===== src/rtl/core/cpi_pkg.sv =====
// Shared types and constants for the circle packing insert block.
package cpi_pkg;

	// Square root datapath widths: 34-bit squared distance, 17-bit root.
	localparam int VAL_W  = 34;
	localparam int ROOT_W = 17;
	localparam int REM_W  = 20;
	localparam int GAP_W  = 18;

	// Result status codes.
	localparam logic [1:0] STAT_OK   = 2'd0;
	localparam logic [1:0] STAT_HIT  = 2'd1;
	localparam logic [1:0] STAT_FULL = 2'd2;

	// Reset value of the radius clamp, 300.0 pixels in Q12.4.
	localparam logic [15:0] MAX_RADIUS_RST = 16'd4800;

	// Control sequencer states.
	typedef enum logic [1:0] {
		S_IDLE,
		S_SCAN,
		S_WAIT,
		S_DONE
	} state_t;

	// One lane of the square root chain, handed from cell to cell.
	typedef struct packed {
		logic              valid;
		logic              last;
		logic [VAL_W-1:0]  val;
		logic [REM_W-1:0]  rem;
		logic [ROOT_W-1:0] root;
		logic [15:0]       radius;
	} lane_t;

endpackage


===== src/rtl/core/cpi_sqrt_cell.sv =====
// One cell of the square root chain: resolves one root bit per cycle.
module cpi_sqrt_cell (
	input  logic          clk,
	input  logic          arst_n,
	input  cpi_pkg::lane_t lane_in,
	output cpi_pkg::lane_t lane_out
);

	logic [cpi_pkg::REM_W-1:0] r4;
	logic [cpi_pkg::REM_W-1:0] trial;
	logic                      ge;
	cpi_pkg::lane_t            nxt;

	// Bring down the next two bits and try the next root bit.
	always_comb begin
		r4    = {lane_in.rem[cpi_pkg::REM_W-3:0], lane_in.val[cpi_pkg::VAL_W-1 -: 2]};
		trial = {1'b0, lane_in.root, 2'b01};
		ge    = (r4 >= trial);
		nxt   = lane_in;
		nxt.val  = {lane_in.val[cpi_pkg::VAL_W-3:0], 2'b00};
		nxt.rem  = ge ? (r4 - trial) : r4;
		nxt.root = {lane_in.root[cpi_pkg::ROOT_W-2:0], ge};
	end

	// Hand the lane to the next cell.
	always_ff @(posedge clk or negedge arst_n) begin
		if (!arst_n) begin
			lane_out <= '0;
		end else begin
			lane_out <= nxt;
		end
	end

endmodule


===== config.mk =====
export PLATFORM = sky130hd
export DESIGN_NAME = cpi_sqrt_cell
export DESIGN_NICKNAME = d
export VERILOG_FILES = /design/src/rtl/core/cpi_pkg.sv /design/src/rtl/core/cpi_sqrt_cell.sv
export SDC_FILE = /design/constraint.sdc
export NUM_CORES = 1
export LEC_CHECK = 0
export BUFFER_PORTS_ARGS = -buffer_cell sky130_fd_sc_hd__buf_2
export CORE_UTILIZATION = 51
export CTS_BUF_LIST = sky130_fd_sc_hd__clkbuf_2
export CTS_CLUSTER_SIZE = 24
export DETAILED_ROUTE_END_ITERATION = 8
export PLACE_DENSITY = 0.95
export SYNTH_ARGS = -nofsm -noshare
export SYNTH_HDL_FRONTEND = slang
export SYNTH_SLANG_ARGS = --single-unit

===== constraint.sdc =====
create_clock -name clk -period 0.8 [get_ports clk]
set_input_delay 0 -clock clk [delete_from_list [all_inputs] [get_ports clk]]
set_output_delay 0 -clock clk [all_outputs]
set_load 0.05 [all_outputs]

==> flow_summary.toml, run 1 <==
[run_status]
status = "stopped before the end"
stop_stage = "clock tree synthesis"
stop_error = "[ERROR DPL-0038] Utilization greater than 100%, impossible to legalize"

[clock_tree]
ctsRootBufferMaster = "clkbuf_2"
hold_buffers = 86
cts_resized = 217
htreeDepth = 3
cts_buffer_depth = 2
cts_setup_buffers = 12
cts-buffers-inserted = 9
numClockSinks = 87

[logic_synthesis]
synthMuxAreaShare = 0.0632
ys_ff_latch = 87
ys_async_sr_fraction = 1.00
synth_edf_count = 0
synth_top_family_by_area = "compound AO/OA/AOI/OAI gates"
synth_top_area_cell = "dfrtp_1"
syn_area_um2 = 3600
yosysMostFrequentCell = "dfrtp_1"
yosys_warnings = 0
netlist.area_leader.share = 0.604
yosys.cell_types.count = 42
avgSynthCellArea_um2 = 12.8
synth_compound_area_frac = 0.111
yosysSeqAreaShare = 0.604
yosys-top-cells-area = "dfrtp_1 60%, ha_1 6.6%, mux2_4 5.4%"
synth_xor_area_frac = 0.0413
synth_flop_cell = "dfrtp_1"
synth_fa_ha_area_frac = 0.0660
synth_commonest_cells = "87 x dfrtp_1, 24 x inv_1, 19 x ha_1"
yosys.area_share.simple = 0.0650
syn_inst = 281

[place]
dp_hpwl_um = 8690
place_ws_ns = -1.52
gp_congestion = 0.987
port_buffers = 175
placed_cell_area_um2 = 5090

[floorplanning]
start_util = 0.530
die_w_um = 86.0
fp-row-count = 30
ios = 180
chipHeight_um = 86.0
==> stage by stage <==
| stage | setup TNS (ns) | hold WS (ns) | instances |
|---|---|---|---|
| 3_5_place_dp | -27.91 | -0.139 | 596 |
| 2_1_floorplan | -22.41 | -0.296 | 282 |
| 3_3_place_gp | -25.62 | -0.145 | 596 |
==> cell families after synthesis <==
family	Yosys count
xor gates and xnor gates	17
buffers and inverters	36
muxes	16
other	1
DFF	87
and+or+nand+nor	47
AOI/OAI and AO/OA	58
adders and majority gates	19
==> inputs of run 2 (changes only) <==
- CORE_UTILIZATION: 51 -> 40
- CTS_BUF_LIST: sky130_fd_sc_hd__clkbuf_2 -> unset
- CTS_CLUSTER_SIZE: 24 -> unset
- PLACE_DENSITY: 0.95 -> unset
- PLACE_DENSITY_LB_ADDON: unset -> 0.15
==> run 2 against run 1 <==
Against the previous run: the flow now finishes, with violations (negative setup slack); synthesized cell count is the same; synthesized area is the same.
==> flow_summary.toml, run 2 <==
[run_status]
status = "complete, but fails checks"
violations = "negative setup slack"

[logic_synthesis]
yosysMostFrequentCell = "dfrtp_1"
yosys.area_share.simple = 0.0650
yosys_warnings = 0
synth_xor_area_frac = 0.0413
yosys-top-cells-area = "dfrtp_1 60%, ha_1 6.6%, mux2_4 5.4%"
synthMuxAreaShare = 0.0632
ys_ff_latch = 87
yosysSeqAreaShare = 0.604
avgSynthCellArea_um2 = 12.8
ys_async_sr_fraction = 1.00
synth_top_area_cell = "dfrtp_1"
syn_area_um2 = 3600
synth_fa_ha_area_frac = 0.0660
netlist.area_leader.share = 0.604
syn_inst = 281
synth_edf_count = 0
synth_top_family_by_area = "compound AO/OA/AOI/OAI gates"
yosys.cell_types.count = 42
synth_compound_area_frac = 0.111
synth_flop_cell = "dfrtp_1"
synth_commonest_cells = "87 x dfrtp_1, 24 x inv_1, 19 x ha_1"

[clock_tree]
numClockSinks = 87
cts-buffers-inserted = 9
hold_buffers = 85
ctsRootBufferMaster = "clkbuf_8"
cts_tree = "done"
cts_buffer_depth = 2
path_clk_slew_ns = 0.09
htreeDepth = 3

[layout]
mostFrequentLayoutCell = "buf_6"
n_antenna_cell = 0
fin_area_um2 = 7240
reg.largest.list = "lane_out: 87 flops"
drive_gt1_frac = 0.537
design.final.nets = 726
final_cell_mix = "105 x buf_6, 87 x dfrtp_1, 85 x dlygate4sd3_1, 69 x buf_2, 65 x buf_4"
area_growth_pct = 101
largest_reg_flops = 87
max_flop_register = "lane_out"
final_core_util = 0.830
fillCellCount = 439
final_cells = 728

[drt]
antenna_left = 0
drtIter0Drc = 118
dr.pass1.iters = 4
wire_per_inst_um = 18.1
detail_route.vias_per_cell = 4.77
drc = 0
vias = 3471
totalWireLength_um = 13200

[timing]
drv_slew = 0
min_period_over_period = 2.15
rsz0062_at_grt = "true"
setup_viol = 108
hold_viol = 0
period_minus_slack_ns = 1.72
setup-tns-final_ns = -26.12
max_clock_freq_mhz = 581
worst_slack_ns = -0.921
whs_ns = 0.00207

[floorplanning]
start_util = 0.413
dieArea_um2 = 9390
die_w_um = 96.9
core_area_um2 = 8720
fp-row-count = 34
chipHeight_um = 96.9
ios = 180

[power]
p_leak_nw = 3.44
power_frac_clock = 0.229
power.internal_mw = 8.79
swShare = 0.352
peakVddDrop_uv = 1120
p_per_area_nw_per_um2 = 1880
power.switching_mw = 4.79
pwr-share-comb = 0.402
seq_power_share = 0.369
p_total_mw = 13.6

[place]
dp_cells = 611
placed_cell_area_um2 = 5120
gp_congestion = 0.884
dp_hpwl_um = 7190
place_ws_ns = -1.38
port_buffers = 175

[setup_path]
worstPathArrival_ns = 1.96
path_delay_family = "simple AND/OR/NAND/NOR gates"
cp_slowest_stage_delay_ns = 0.38
worstSetupPathType = "primary input to flip-flop"
path_max_fanout = 6
crit_slowest_cell = "nor4_4"
start_kind = "primary input"
cp.required_ns = 1.04
crit_buf_inv = 4
cp.depth = 11
critical_path.endpoint_type = "flip-flop"
crit_chain = "buf_8 -> inv_4 -> ha_4 -> nand4_1 -> nor4_4 -> a2111oi_4 -> a21o_1 -> a31oi_4 -> buf_6 -> clkbuf_16 -> mux2_4"

[global_routing]
use_met1 = 0.318
grt_max_degree = 33
use_met2 = 0.516
grt_first_pass_wirelength_um = 20500
antenna_found_initial = 0
busiest_layer = "met2"
gr-total-overflow = 0
first_global_vias = 3831
use_met3 = 0.0701
track_usage = 0.281

[job]
max-cap-violations = 0

[worst_hold_path]
holdPathStages = 3
hp-class = "primary input to flip-flop"
-- run 2: cell counts after synthesis --
No cell type changed its count.
-- run 2: power groups by stage --
| stage | sequential (mW) | clock [mW] | combinational [mW] |
|---|---|---|---|
| floorplan | 6.42 | 0 | 1.29 |
| global route | 5.04 | 3.35 | 5.72 |
| CTS | 4.98 | 3.17 | 5.22 |
| detailed placement | 4.96 | 0 | 4.05 |
| global placement | 4.96 | 0 | 4.02 |
| finish | 5.01 | 3.11 | 5.46 |
-- run 2: cell families after synthesis --
group | after synthesis
adder cells (fa/ha/maj) | 19
other | 1
flip-flops | 87
buffers and inverters | 36
multiplexers | 16
AND/OR/NAND/NOR | 47
XOR/XNOR | 17
AO/OA/AOI/OAI | 58
-- run 2: final timing paths --
kind                              from                     end  slack, ns
setup / recovery           lane_in[27]  lane_out[46]$_DFF_PN0_      -0.92
hold / removal             lane_in[48]  lane_out[50]$_DFF_PN0_      0.002
max in group asynchronous       arst_n  lane_out[68]$_DFF_PN0_       0.25
min in group asynchronous       arst_n  lane_out[84]$_DFF_PN0_       0.08
-- run 2: routing by layer --
| metal | vias up | part of all wire |
|---|---|---|
| met1 | 1690 | 0.38 |
| met2 | 134 | 0.54 |
| li1 | 1624 | - |
| met3 | 23 | 0.054 |
| met4 | 0 | 0.023 |
| met5 | - | 0 |
-- run 2: worst min-delay path: stages --
cell    delay (ns)
buf_4         0.10
buf_4         0.09
mux2_4        0.12
-- run 2: timing repair --
item | 4_1_cts | 5_1_grt
hold endpoints to repair | 172 | 1
setup buffers | 13 | 8
setup endpoints to repair | 108 | 108
resized for setup | 235 | 27
pin swaps | 27 | 10
cloned | 1 | 1
-- run 2: cell type report --
type	count	area, um2	area share
Timing Repair Buffer	335	3060	0.423
Sequential cell	87	2180	0.301
Multi-Input combinational cell	159	1560	0.216
Tap cell	108	135	0.0187
Clock buffer	9	124	0.0171
Inverter	24	110	0.0152
Clock inverter	6	70.1	0.00968
(Power assumes the default switching activity.)
==> inputs of run 3 (changes only) <==
==> constraint.sdc (replaced) <==
create_clock -name clk -period 0.8 [get_ports clk]
set_input_delay 0 -clock clk [delete_from_list [all_inputs] [get_ports clk]]
set_output_delay 0 -clock clk [all_outputs]
set_load 0.005 [all_outputs]
==> run 3 against run 2 <==
Against the previous run: the flow still finishes with violations (negative setup slack); cell count decreased by 0.14%; clock power fell by 2%; largest power group is now sequential cells; non-clock buffer count shrank 1; cell area is 7.7% lower; critical endpoint is now lane_out[41]$_DFF_PN0_; power is 16% lower.
==> flow_summary.toml, run 3 (same netlist as run 2, synthesis figures left out) <==
[drt]
drtIter0Drc = 89
drc = 0
wire_per_inst_um = 15.4
antenna_left = 0
vias = 3392
totalWireLength_um = 11200
detail_route.vias_per_cell = 4.67
dr.pass1.iters = 4

[layout]
design.final.nets = 725
reg.largest.list = "lane_out: 87 flops"
final_core_util = 0.766
max_flop_register = "lane_out"
n_antenna_cell = 0
drive_gt1_frac = 0.540
final_cell_mix = "155 x buf_2, 87 x dfrtp_1, 85 x dlygate4sd3_1, 69 x buf_4, 16 x buf_6"
largest_reg_flops = 87
area_growth_pct = 85.4
mostFrequentLayoutCell = "buf_2"

[timing]
setup-tns-final_ns = -20.55
worst_slack_ns = -0.865
drv_slew = 0
setup_viol = 108
max_clock_freq_mhz = 600
min_period_over_period = 2.08
period_minus_slack_ns = 1.67
rsz0062_at_grt = "true"
hold_viol = 0

[global_routing]
track_usage = 0.247
grt_max_degree = 33
gr-total-overflow = 0
first_global_vias = 3620
antenna_found_initial = 0
grt_first_pass_wirelength_um = 18100

[run_status]
status = "complete, but fails checks"
violations = "negative setup slack"

[clock_tree]
cts_buffer_depth = 2
hold_buffers = 85
path_clk_slew_ns = 0.08
cts_tree = "done"
cts-buffers-inserted = 9
htreeDepth = 3
numClockSinks = 87
ctsRootBufferMaster = "clkbuf_8"

[power]
p_per_area_nw_per_um2 = 1700
power.internal_mw = 8.24
peakVddDrop_uv = 1070
seq_power_share = 0.430
pwr-share-comb = 0.301
p_leak_nw = 3.24
power_frac_clock = 0.269
power.switching_mw = 3.12
swShare = 0.275
p_total_mw = 11.4

[job]
max-cap-violations = 0

[setup_path]
crit_slowest_cell = "nor4_4"
path_delay_family = "simple AND/OR/NAND/NOR gates"
crit_buf_inv = 4
start_kind = "primary input"
worstSetupPathType = "primary input to flip-flop"
cp_slowest_stage_delay_ns = 0.37
crit_chain = "buf_8 -> inv_4 -> ha_4 -> nand4_1 -> nor4_4 -> a2111oi_4 -> a21o_1 -> a31oi_4 -> buf_6 -> buf_12 -> mux2_4"
worstPathArrival_ns = 1.91
path_max_fanout = 5
cp.required_ns = 1.04
critical_path.endpoint_type = "flip-flop"

[floorplanning]
die_w_um = 96.9
chipHeight_um = 96.9
fp-row-count = 34
start_util = 0.413
core_area_um2 = 8720
ios = 180
dieArea_um2 = 9390

[worst_hold_path]
hold_path_end = "lane_out[50]$_DFF_PN0_"
hp-start = "lane_in[48]"
hp-class = "primary input to flip-flop"
holdPathStages = 3

[place]
port_buffers = 175
gp_congestion = 0.884
dp_hpwl_um = 7190
-- run 3: cell types whose count changed in the layout (fill, tap and decap cells not counted), moves of 2 or more --
cell     delta
buf_6      -89
a21oi_1     -2
buf_4       +4
buf_2      +86
-- run 3: worst max-delay path by stage --
stage,depth (start not counted),slack (ns),to,startpoint
after floorplan,10,-1.15,lane_out[37]$_DFF_PN0_,lane_in[21]
after global placement,10,-1.33,lane_out[35]$_DFF_PN0_,lane_in[20]
after detailed placement,10,-1.38,lane_out[36]$_DFF_PN0_,lane_in[20]
after CTS,11,-0.83,lane_out[35]$_DFF_PN0_,lane_in[27]
after global routing,11,-0.91,lane_out[35]$_DFF_PN0_,lane_in[16]
final,11,-0.87,lane_out[41]$_DFF_PN0_,lane_in[27]
-- run 3: per-layer routing --
| metal | routed length, um | up-vias | global-route usage | part of all wire |
|---|---|---|---|---|
| met5 | 0 | - | 0 | 0 |
| met4 | 347 | 0 | 0.114 | 0.031 |
| met3 | 728 | 31 | 0.0701 | 0.065 |
| met2 | 5850 | 153 | 0.433 | 0.52 |
| met1 | 4270 | 1589 | 0.275 | 0.38 |
| li1 | - | 1619 | - | - |
-- run 3: cell type report --
type / count / area [um2]
Clock buffer: 9 / 124
Clock inverter: 6 / 70.1
Fill cell: 579 / 2040
Inverter: 24 / 110
Multi-Input combinational cell: 159 / 1590
Sequential cell: 87 / 2180
Tap cell: 108 / 135
Timing Repair Buffer: 334 / 2470
-- run 3: tightest hold or removal path, stage by stage --
cell,delay (ns)
buf_4,0.10
buf_4,0.10
mux2_4,0.13
-- run 3: what timing repair did --
| item | in CTS | in global routing |
|---|---|---|
| buffers inserted | 13 | 7 |
| pin swaps | 27 | 9 |
| resized for setup | 61 | 27 |
| endpoints found under the hold margin | 172 | 1 |
| endpoints found under the setup margin | 108 | 108 |
| gates cloned | 1 | 0 |
-- run 3: metrics by stage --
step | setup slack (ns) | hold slack (ns) | area, um2 | instances
2_1_floorplan | -1.15 | -0.296 | 3750 | 282
6_report | -0.865 | 0.000352 | 6680 | 727
3_3_place_gp | -1.33 | -0.0967 | 5120 | 611
5_1_grt | -0.908 | -0.0193 | 6680 | 727
3_5_place_dp | -1.38 | -0.0946 | 5120 | 611
4_1_cts | -0.834 | -0.00343 | 6550 | 723
-- run 3: power groups by stage --
| stage | registers, mW | logic, mW | clock network [mW] |
|---|---|---|---|
| 6_report | 4.88 | 3.42 | 3.06 |
| 5_1_grt | 4.91 | 3.71 | 3.38 |
| 4_1_cts | 4.87 | 3.30 | 3.17 |
| 3_5_place_dp | 4.96 | 2.62 | 0 |
| 3_3_place_gp | 4.96 | 2.59 | 0 |
| 2_1_floorplan | 5.04 | 1.27 | 0 |
